<file path="config.mk">
export PLATFORM = sky130hd
export DESIGN_NAME = fpa_cell
export DESIGN_NICKNAME = d
export VERILOG_FILES = /design/src/rtl/core/fpa_pkg.sv /design/src/rtl/core/fpa_cell.sv
export SDC_FILE = /design/constraint.sdc
export NUM_CORES = 1
export LEC_CHECK = 0
export BUFFER_PORTS_ARGS = -buffer_cell sky130_fd_sc_hd__buf_2
export CAP_MARGIN = 20
export CORE_AREA = 8 8 200 202
export DETAILED_ROUTE_END_ITERATION = 12
export DIE_AREA = 0 0 208 210
export MAX_ROUTING_LAYER = met4
export PLACE_DENSITY = 0.59
export RECOVER_POWER = 50
export SETUP_SLACK_MARGIN = 0.4
export SYNTH_ARGS = -nofsm -noshare
export SYNTH_HDL_FRONTEND = slang
export SYNTH_SLANG_ARGS = --single-unit
</file>
<file path="constraint.sdc">
create_clock -name clk -period 0.9 [get_ports clk]
set_input_delay 0.18 -clock clk [delete_from_list [all_inputs] [get_ports clk]]
set_output_delay 0.18 -clock clk [all_outputs]
set_load 0.05 [all_outputs]
</file>
<file path="src/rtl/core/fpa_pkg.sv">
// Package: opcodes and cell control types for the Q24.8 fixed-point ALU.
package fpa_pkg;

    typedef enum logic [3:0] {
        OP_ADD  = 4'd0,
        OP_SUB  = 4'd1,
        OP_MUL  = 4'd2,
        OP_DIV  = 4'd3,
        OP_MIN  = 4'd4,
        OP_MAX  = 4'd5,
        OP_INC  = 4'd6,
        OP_DEC  = 4'd7,
        OP_ITOF = 4'd8,
        OP_FTOI = 4'd9
    } op_t;

    // control carried alongside each word through the cell row
    typedef struct packed {
        logic        valid;
        logic        is_div;
        logic        is_mul;
        logic        neg;
        logic        dz;
        logic        equal;
        logic        less;
        logic        greater;
        logic [31:0] fast_val;
    } ctl_t;

endpackage

</file>
<file path="src/rtl/core/fpa_cell.sv">
// One divide cell: a restoring step of the quotient magnitude per stage.
module fpa_cell
    import fpa_pkg::*;
#(
    parameter int NW = 48,
    parameter int DW = 33
)
(
    input  logic          clk,
    input  logic          rst_n,
    input  logic          en,
    input  ctl_t          ctl_in,
    input  logic [NW-1:0] num_in,
    input  logic [DW-1:0] rem_in,
    input  logic [DW-1:0] den_in,
    input  logic [NW-1:0] quo_in,
    input  logic [63:0]   prod_in,
    output ctl_t          ctl_out,
    output logic [NW-1:0] num_out,
    output logic [DW-1:0] rem_out,
    output logic [DW-1:0] den_out,
    output logic [NW-1:0] quo_out,
    output logic [63:0]   prod_out
);

    logic [DW:0]   trial;
    logic [DW:0]   diff;
    logic          take;
    ctl_t          ctl_reg;
    logic [NW-1:0] num_reg;
    logic [DW-1:0] rem_reg;
    logic [DW-1:0] den_reg;
    logic [NW-1:0] quo_reg;
    logic [63:0]   prod_reg;

    always_comb
    begin
        trial = {rem_in, num_in[NW-1]};
        diff  = trial - {1'b0, den_in};
        take  = !diff[DW];
    end

    always_ff @(posedge clk or negedge rst_n)
    begin
        if (!rst_n)
        begin
            ctl_reg <= '0;
        end
        else if (en)
        begin
            ctl_reg <= ctl_in;
        end
    end

    always_ff @(posedge clk)
    begin
        if (en)
        begin
            num_reg  <= {num_in[NW-2:0], 1'b0};
            rem_reg  <= take ? diff[DW-1:0] : trial[DW-1:0];
            den_reg  <= den_in;
            quo_reg  <= {quo_in[NW-2:0], take};
            prod_reg <= prod_in;
        end
    end

    assign ctl_out  = ctl_reg;
    assign num_out  = num_reg;
    assign rem_out  = rem_reg;
    assign den_out  = den_reg;
    assign quo_out  = quo_reg;
    assign prod_out = prod_reg;

endmodule

</file>
==> impl_metrics.tcl, run 1 <==
set metrics [dict create \
    syn2layout_area_growth_pct 85.47 \
    viasPerCell 4.503 \
    drt_iter0_drc 410 \
    p_sw_share_pct 32.38 \
    overflow 0 \
    clock-root-buffer "clkbuf_16" \
    avgRoutedWirePerCell_um 22.18 \
    finalNetCount 1821 \
    synth_cells 642 \
    drive_gt1_share_pct 55.32 \
    p_clk_share_pct 30.0 \
    synth_compound_area_share_pct 6.393 \
    end_kind "flop" \
    internal-power_mw 26.33 \
    finalHoldViolCount 84 \
    finalCritPeriodShare_pct 259.7 \
    ys_seq_elements 265 \
    p_leak_nw 8.926 \
    drv_cap 0 \
    violations "hold timing, setup timing" \
    slew_headroom_pct 61.18 \
    synthMuxAreaShare_pct 8.525 \
    synth_flop_cell "edfxtp_1" \
    crit_buf_inv 2 \
    skew_ps 0 \
    crit_family "compound AO/OA/AOI/OAI gates" \
    synth_top_family_by_area "multiplexers" \
    synthDistinctLibCells 59 \
    whs_path_depth 1 \
    power_mw 38.94 \
    num_io_pins 535 \
    track_usage_pct 19.19 \
    h-tree-depth 1 \
    port_buffers 532 \
    vias 9109 \
    crit_type "input port to flop" \
    ff2ff_path_depth 2 \
    die_area_mm2 0.04368 \
    cp_num_cells 12 \
    cts_buffers 29 \
    p_sw_mw 12.61 \
    die_w_um 208 \
    drcViolationCount 0 \
    ys_seq_area_share_pct 72.20 \
    grt_setup_unrepaired "yes" \
    grt_pass1_vias 9675 \
    dieHeight_um 210 \
    initial_core_util_pct 29.07 \
    holdWs_ps -177.9 \
    synth-edff-count 225 \
    rows 71 \
    pre_cts_ws_ps -2172 \
    antenna_left 0 \
    final_max_slew_viol_count 0 \
    synth_xor_area_share_pct 2.283 \
    hold_buffers 167 \
    cts_sinks 265 \
    power_density_mw_per_mm2 1954 \
    worstPathCellList "buf_8 > ha_4 > a41oi_2 > o221ai_2 > and3_4 > o311a_4 > o211a_1 > o21ai_2 > mux2i_2 > nand2_4 > buf_12 > mux2_4" \
    worstMarginPinSlew_ps 577.3 \
    crit_required_ps 1200 \
    setup_viol 392 \
    routed_wirelength_um 44870 \
    netlist_area_mm2 0.01074 \
    hold_class "input port to flop" \
    ir_worst_vdd_mv 1.449 \
    yosysTopAreaCellShare_pct 62.89 \
    fin_crit_ps 2337 \
    clk_pin_slew_ps 60 \
    core-area_mm2 0.03696 \
    synth-adder-area-share_pct 4.029 \
    synth_nets 945 \
    layout_setup_ws_ps -1437 \
    startpoint_type "input port" \
    drt_first_pass_iters 5 \
    slowest_stage "o311a_4" \
    fmax_ghz 0.4279 \
    antenna_found_initial 9 \
    async_reset_ff_share_pct 15.09 \
    synth_top_cell_by_area "edfxtp_1" \
    combPwrFrac_pct 30.5 \
    post-route-util_pct 53.92 \
    path_max_fanout 13 \
    avgSynthCellArea_um2 16.74 \
    yosys_warnings 0 \
    insertion_delay_ps 550 \
    seq_power_share_pct 39.5 \
    outcome "finished with violations" \
    grt_start_max_net_pins 50 \
    dp_hpwl_um 30820 \
    synth-simple-area-share_pct 3.936 \
    cp_slowest_stage_delay_ps 300 \
    clk_path_buf_depth 3 \
    synth_area_leaders "edfxtp_1 (63%), dfrtp_1 (9.3%), mux2_2 (4.6%)" \
    grt_pass1_wl_um 62290 \
    cts_tree "done" \
    cp.arrival_ps 2640 \
    gp_congestion 0.9017 \
]
==> synthesized netlist by cell type, types with 3 or more instances <==
library cell	instances
edfxtp_1	225
mux2_2	44
inv_1	41
dfrtp_1	40
ha_1	33
a21oi_1	30
a21o_1	27
mux2_4	26
nand2_1	19
o21ai_0	17
nor2_1	16
xnor2_1	14
xor2_1	14
clkbuf_1	11
nor2b_1	9
nand4_1	8
and3_1	5
nand3_1	4
nor3_1	4
buf_1	3
buf_12	3
mux2i_1	3
nand2b_1	3
==> logic make-up (layout without fill, tap and decap cells) <==
kind of cell	Yosys count	in the layout
buffers and inverters	60	958
flip-flops	265	265
multiplexers	73	73
AND/OR/NAND/NOR	80	80
XOR/XNOR	28	28
AO/OA/AOI/OAI	101	101
other	1	10
adder cells (fa/ha/maj)	34	34
==> cell usage in the layout, fill, tap and decap left out, types with 5 or more instances in the layout <==
master             n
nor2b_1            8
nand2_1           19
clkdlybuf4s25_1  104
a21oi_1           24
ha_1              23
clkbuf_16         29
mux2_4            33
mux2_2            37
dlygate4sd3_1     34
ha_4               9
diode_2            9
xnor2_1           14
buf_12             9
edfxtp_1         225
buf_4            137
a21oi_2            5
xor2_1            14
a21o_1            27
inv_6              5
nor2_1            16
dfrtp_2           40
clkinv_1           5
clkbuf_1          49
clkbuf_2           9
buf_6            272
buf_2            215
inv_1             35
dlymetal6s4s_1    29
o21ai_0           13
nand4_1            8
==> registers in the layout, summed over array words and instances, names as in the netlist <==
name      flops
prod_out     64
quo_out      48
num_out      47
ctl_out      40
den_out      33
rem_out      33
==> timing repair <==
item                       CTS  global route
hold endpoints to repair   294           167
pin swaps                   12            12
setup endpoints to repair  339           494
resized for setup          547           163
setup buffers                2             8
cloned                       1             1
==> path summary, 6_finish.rpt <==
kind	startpoint	endpoint	slack, ps
max in group asynchronous	rst_n	ctl_out[22]	290
min in group asynchronous	rst_n	ctl_out[10]	240
max reg2reg	ctl_out[23]	ctl_out[23]	-50
max	rem_in[5]	rem_out[12]	-1440
min reg2reg	ctl_out[39]	ctl_out[39]	530
min	quo_in[18]	quo_out[19]	-180
==> layout make-up <==
class | count | area, µm²
Fill cell | 3027 | 17030
Sequential cell | 265 | 7807
Timing Repair Buffer | 864 | 7420
Multi-Input combinational cell | 317 | 2974
Clock buffer | 31 | 733.2
Tap cell | 474 | 593.1
Clock inverter | 22 | 192.7
Inverter | 41 | 183.9
Antenna cell | 9 | 22.52
==> stage by stage <==
step / instance area, µm² / hold WS (ps) / TNS (ps) / cells
final: 19930 / -177.9 / -158280 / 2023
after global routing: 19930 / -203.3 / -178250 / 2023
after CTS: 19780 / -208.0 / -160740 / 2005
after detailed placement: 15410 / 156.2 / -104250 / 1782
after global placement: 15410 / 161.3 / -102820 / 1782
after floorplan: 10970 / -115.6 / -61270 / 642
==> routing by layer <==
metal | vias up | global-route usage (%) | share of wire (%)
li1 | 4198 | - | -
met1 | 4401 | 19.54 | 36
met2 | 409 | 34.96 | 53
met3 | 101 | 4.946 | 6.5
met4 | 0 | 7.856 | 4.2
met5 | - | - | 0
==> power groups by stage <==
stage	Sequential (mW)	Clock [mW]	Combinational [mW]
floorplan	19.3	0	2.15
global placement	15.2	0	9.62
detailed placement	15.3	0	9.69
CTS	15.3	12.0	11.7
global route	15.5	12.4	12.4
finish	15.4	11.7	11.9
Power figures use the tool's default switching activity.
==> inputs of run 2 (changes only) <==
--- a/config.mk
+++ b/config.mk
@@ -11,7 +11,7 @@
 export DETAILED_ROUTE_END_ITERATION = 12
 export DIE_AREA = 0 0 208 210
 export MAX_ROUTING_LAYER = met4
-export PLACE_DENSITY = 0.59
+export PLACE_DENSITY = 0.61
 export RECOVER_POWER = 50
 export SETUP_SLACK_MARGIN = 0.4
 export SYNTH_ARGS = -nofsm -noshare
==> constraint.sdc (replaced) <==
create_clock -name clk -period 2.03 [get_ports clk]
set_input_delay 0.406 -clock clk [delete_from_list [all_inputs] [get_ports clk]]
set_output_delay 0.406 -clock clk [all_outputs]
set_load 0.005 [all_outputs]
==> run 2 against run 1 <==
Effect of this change:
- the run ends with setup timing left
- via count fell by 5.0%
- global-route usage fell by 1.6 points
- clock power fell by 55%
- largest cell class unchanged
- largest power group unchanged
==> impl_metrics.tcl, run 2 (synthesis gave the netlist of run 1 again) <==
set metrics [dict create \
    end_kind "flop" \
    final_cell_mix "buf_2 (489), edfxtp_1 (225), dlygate4sd3_1 (132)" \
    grt_pass1_vias 9085 \
    cts_tree "done" \
    startpoint_type "input port" \
    num_io_pins 535 \
    grt_setup_unrepaired "yes" \
    die_area_mm2 0.04368 \
    cp_slowest_stage_delay_ps 310 \
    holdWs_ps 30.93 \
    port_buffers 532 \
    pre_cts_ws_ps -1302 \
    crit_family "compound AO/OA/AOI/OAI gates" \
    slowest_stage "o311a_1" \
    hold_class "input port to flop" \
    skew_ps 0 \
    path_max_fanout 8 \
    combPwrFrac_pct 19.0 \
    crit_required_ps 2330 \
    finalCritPeriodShare_pct 130.0 \
    layout_commonest_cell "buf_2" \
    p_clk_share_pct 35.8 \
    worstMarginPinSlew_ps 1143 \
    p_sw_mw 3.631 \
    p_leak_nw 7.903 \
    drt_iter0_drc 348 \
    syn2layout_area_growth_pct 62.94 \
    clock-root-buffer "clkbuf_16" \
    grt_pass1_wl_um 57500 \
    avgRoutedWirePerCell_um 20.21 \
    power_density_mw_per_mm2 839.7 \
    layout_setup_ws_ps -609.2 \
    violations "setup timing" \
    worstReg2RegStart "ctl_out[17]" \
    cp_num_cells 13 \
    crit_buf_inv 3 \
    outcome "finished with violations" \
    worstPathCellList "buf_6 > ha_4 > a41oi_2 > o221ai_2 > and3_1 > o311a_1 > o211a_1 > o21ai_2 > mux2i_2 > nand2_4 > buf_12 > buf_12 > mux2_4" \
    cts_sinks 265 \
    vias 8650 \
    internal-power_mw 11.07 \
    rows 71 \
    core-area_mm2 0.03696 \
    final_max_slew_viol_count 0 \
    slew_headroom_pct 23.78 \
    hp-start "num_in[43]" \
    drive_gt1_share_pct 53.01 \
    routed_wirelength_um 39560 \
    seq_power_share_pct 45.3 \
    reg2reg_slack_ps 1250 \
    p_sw_share_pct 24.70 \
    overflow 0 \
    fin_crit_ps 2639 \
    setup_viol 34 \
    antenna_found_initial 5 \
    initial_core_util_pct 29.07 \
    h-tree-depth 1 \
    drcViolationCount 0 \
    track_usage_pct 17.56 \
    viasPerCell 4.418 \
    fmax_ghz 0.3789 \
    ir_worst_vdd_mv 0.4497 \
    die_w_um 208 \
    drt_first_pass_iters 4 \
    cp_common_cell "buf_12" \
    dp_hpwl_um 30040 \
    crit_path_end "rem_out[17]" \
    finalNetCount 1757 \
    crit_type "input port to flop" \
    power_mw 14.70 \
    drv_cap 0 \
    cp.arrival_ps 2940 \
    finalHoldViolCount 0 \
    insertion_delay_ps 550 \
    reg2reg_to "ctl_out[17]" \
    antenna_left 0 \
    cts_buffers 29 \
    largest_register_ffs 64 \
    gp_congestion 0.8654 \
    critPathLaunch "rem_in[6]" \
    clk_pin_slew_ps 60 \
    dieHeight_um 210 \
    ff2ff_path_depth 1 \
    clk_path_buf_depth 3 \
    grt_start_max_net_pins 66 \
]
[run 2: cell type report]
type	instances	area, µm²
Inverter	41	186.4
Antenna cell	7	17.52
Clock inverter	20	183.9
Tap cell	474	593.1
Fill cell	3276	19450
Multi-Input combinational cell	317	2917
Clock buffer	34	754.5
Timing Repair Buffer	800	5097
Sequential cell	265	7757
[run 2: layer usage]
metal / GRT usage (%) / wire length [µm]
met5: - / 0
met1: 18.90 / 14780
met4: 4.993 / 1026
met2: 31.62 / 20940
met3: 4.708 / 2820
[run 2: power groups by stage]
stage,clock [mW],sequential [mW],combinational (mW)
5_1_grt,5.61,6.70,3.02
6_report,5.26,6.65,2.79
2_1_floorplan,0,6.82,0.949
4_1_cts,5.41,6.64,2.82
3_5_place_dp,0,6.75,2.53
3_3_place_gp,0,6.74,2.50
[run 2: worst min-delay path by stage]
stage | end | cells after the start | slack, ps
finish | num_out[44] | 1 | 30
global route | num_out[1] | 1 | 3
CTS | num_out[46] | 1 | 0.9
detailed placement | ctl_out[34] | 1 | 390
global placement | ctl_out[34] | 1 | 390
floorplan | ctl_out[0] | 0 | 110
[run 2: through the flow]
step / instances / instance area, µm² / TNS [ps] / utilization, %
after floorplan: 642 / 10920 / -30440 / -
after global placement: 1759 / 15130 / -41560 / 40.95
after detailed placement: 1759 / 15130 / -42840 / 40.95
after CTS: 1948 / 17550 / -18660 / 47.48
after global routing: 1957 / 17500 / -23680 / 47.37
final: 1958 / 17510 / -19210 / 47.37
[run 2: timing repair]
item | CTS | global route
pin swaps | 11 | 2
hold endpoints to repair | 147 | 2
endpoints found under the setup margin | 34 | 35
resized for setup | 25 | 5
hold buffers | 130 | 2
setup buffers | 4 | 0
gates cloned | 1 | 1
==> inputs of run 3 (changes only) <==
--- a/config.mk
+++ b/config.mk
@@ -10,6 +10,7 @@
 export CORE_AREA = 8 8 200 202
 export DETAILED_ROUTE_END_ITERATION = 12
 export DIE_AREA = 0 0 208 210
+export HOLD_SLACK_MARGIN = 0.1
 export MAX_ROUTING_LAYER = met4
 export PLACE_DENSITY = 0.61
 export RECOVER_POWER = 50
==> run 3 against run 2 <==
Effect of this change:
- the flow still finishes with violations (setup timing)
- combinational power up 5%
- sequential power barely moved
- critical path depth unchanged
- critical endpoint is now rem_out[9]
- wire length up 5.0%
- hold slack better by 130 ps
- register-to-register slack worse by 20 ps
- design area increased by 5.3%
- count of clock-buffer cells in the layout did not move
- non-clock buffer count up 95
==> impl_metrics.tcl, run 3 (synthesis gave the netlist of run 1 again) <==
set metrics [dict create \
    vias 9080 \
    hold_class "input port to flop" \
    p_leak_nw 8.278 \
    cp.arrival_ps 2930 \
    finalCritPeriodShare_pct 129.5 \
    crit_required_ps 2330 \
    postPlaceCellArea_mm2 0.01513 \
    end_kind "flop" \
    grt_setup_unrepaired "yes" \
    fin_crit_ps 2630 \
    track_usage_pct 18.67 \
    die_w_um 208 \
    largest_register_ffs 64 \
    nFillCells 3170 \
    grt_pass1_vias 9848 \
    post-route-util_pct 49.87 \
    crit_type "input port to flop" \
    drt_first_pass_iters 4 \
    clk_path_buf_depth 3 \
    worstMarginPinSlew_ps 1157 \
    ff2ff_path_depth 1 \
    num_io_pins 535 \
    dieHeight_um 210 \
    antenna_found_initial 3 \
    antenna_left 0 \
    path_max_fanout 13 \
    skew_ps 0 \
    drcViolationCount 0 \
    drive_gt1_share_pct 49.49 \
    cts_tree "done" \
    routed_wirelength_um 41560 \
    core-area_mm2 0.03696 \
    fmax_ghz 0.3803 \
    port_buffers 532 \
    whs_path_depth 2 \
    clock-root-buffer "clkbuf_16" \
    overflow 0 \
    finalHoldViolCount 0 \
    rows 71 \
    cts_sinks 265 \
    layout_commonest_cell "buf_2" \
    clk_pin_slew_ps 60 \
    ir_worst_vdd_mv 0.4547 \
    finalNetCount 1852 \
    final_max_slew_viol_count 0 \
    syn2layout_area_growth_pct 71.53 \
    cts_buffers 29 \
    avgRoutedWirePerCell_um 20.27 \
    initial_core_util_pct 29.07 \
    drv_cap 0 \
    die_area_mm2 0.04368 \
    layout_setup_ws_ps -599.7 \
    outcome "finished with violations" \
    violations "setup timing" \
    h-tree-depth 1 \
    drt_iter0_drc 408 \
    grt_start_max_net_pins 66 \
    gp_congestion 0.8654 \
    final_area_mm2 0.01843 \
    setup_viol 34 \
    power_density_mw_per_mm2 806.1 \
    dp_hpwl_um 30040 \
    power_mw 14.86 \
    viasPerCell 4.429 \
    startpoint_type "input port" \
    slew_headroom_pct 22.84 \
    final_cell_mix "buf_2 (484), dlygate4sd3_1 (228), edfxtp_1 (225)" \
    insertion_delay_ps 550 \
    grt_pass1_wl_um 61370 \
    holdWs_ps 158.1 \
]
==> run 3: power by group <==
group	leakage, nW	switching (mW)	internal, mW
combinational	5.16	1.30	1.64
sequential	2.67	0.165	6.50
clock	0.450	2.22	3.04
==> run 3: final timing paths <==
kind                       slack (ps)     endpoint         from
setup / recovery                 -600   rem_out[9]    rem_in[6]
hold / removal                    160   rem_out[6]    rem_in[5]
setup reg to reg                 1230   ctl_out[0]   ctl_out[0]
hold reg to reg                   500  ctl_out[19]  ctl_out[19]
max in group asynchronous         700  ctl_out[28]        rst_n
min in group asynchronous         630  ctl_out[35]        rst_n
==> run 3: per-stage QoR <==
| stage | std cells | setup TNS (ps) | worst slack [ps] |
|---|---|---|---|
| after global placement | 1759 | -41560 | -1256 |
| after global routing | 2049 | -23710 | -694.1 |
| after detailed placement | 1759 | -42840 | -1302 |
| after CTS | 2046 | -18660 | -591.0 |
| final | 2050 | -19020 | -599.7 |
| after floorplan | 642 | -30440 | -934.4 |
==> run 3: timing repair <==
action | CTS | global route
endpoints found under the setup margin | 34 | 35
hold buffers | 228 | 0
endpoints found under the hold margin | 245 | 0
buffers inserted | 4 | 0
gates resized for setup | 25 | 5
pin swaps | 11 | 2
cloned | 1 | 0
==> run 3: routing by layer <==
layer	part of all wire (%)	GRT usage [%]
met5	0	-
met4	3.4	6.730
met3	6.7	4.782
met2	52	33.10
met1	38	20.11
==> run 3: cell type report <==
type | count | area (µm²) | share of cell area [%]
multi-input cells | 317 | 2920 | 15.85
clock buffers | 34 | 754.5 | 4.094
diodes | 4 | 10.01 | 0.05431
inverters | 41 | 186.4 | 1.012
clock inverters | 20 | 183.9 | 0.9980
flip-flops and latches | 265 | 7757 | 42.09
well taps | 474 | 593.1 | 3.218
repair buffers | 895 | 6023 | 32.68
==> run 3: worst max-delay path, stage by stage <==
cell,delay (ps)
buf_6,100
ha_4,250
a41oi_2,190
o221ai_2,120
and3_1,170
o311a_1,310
o211a_1,240
o21ai_2,140
mux2i_2,300
nand2_4,110
buf_12,150
buf_12,150
mux2_4,300
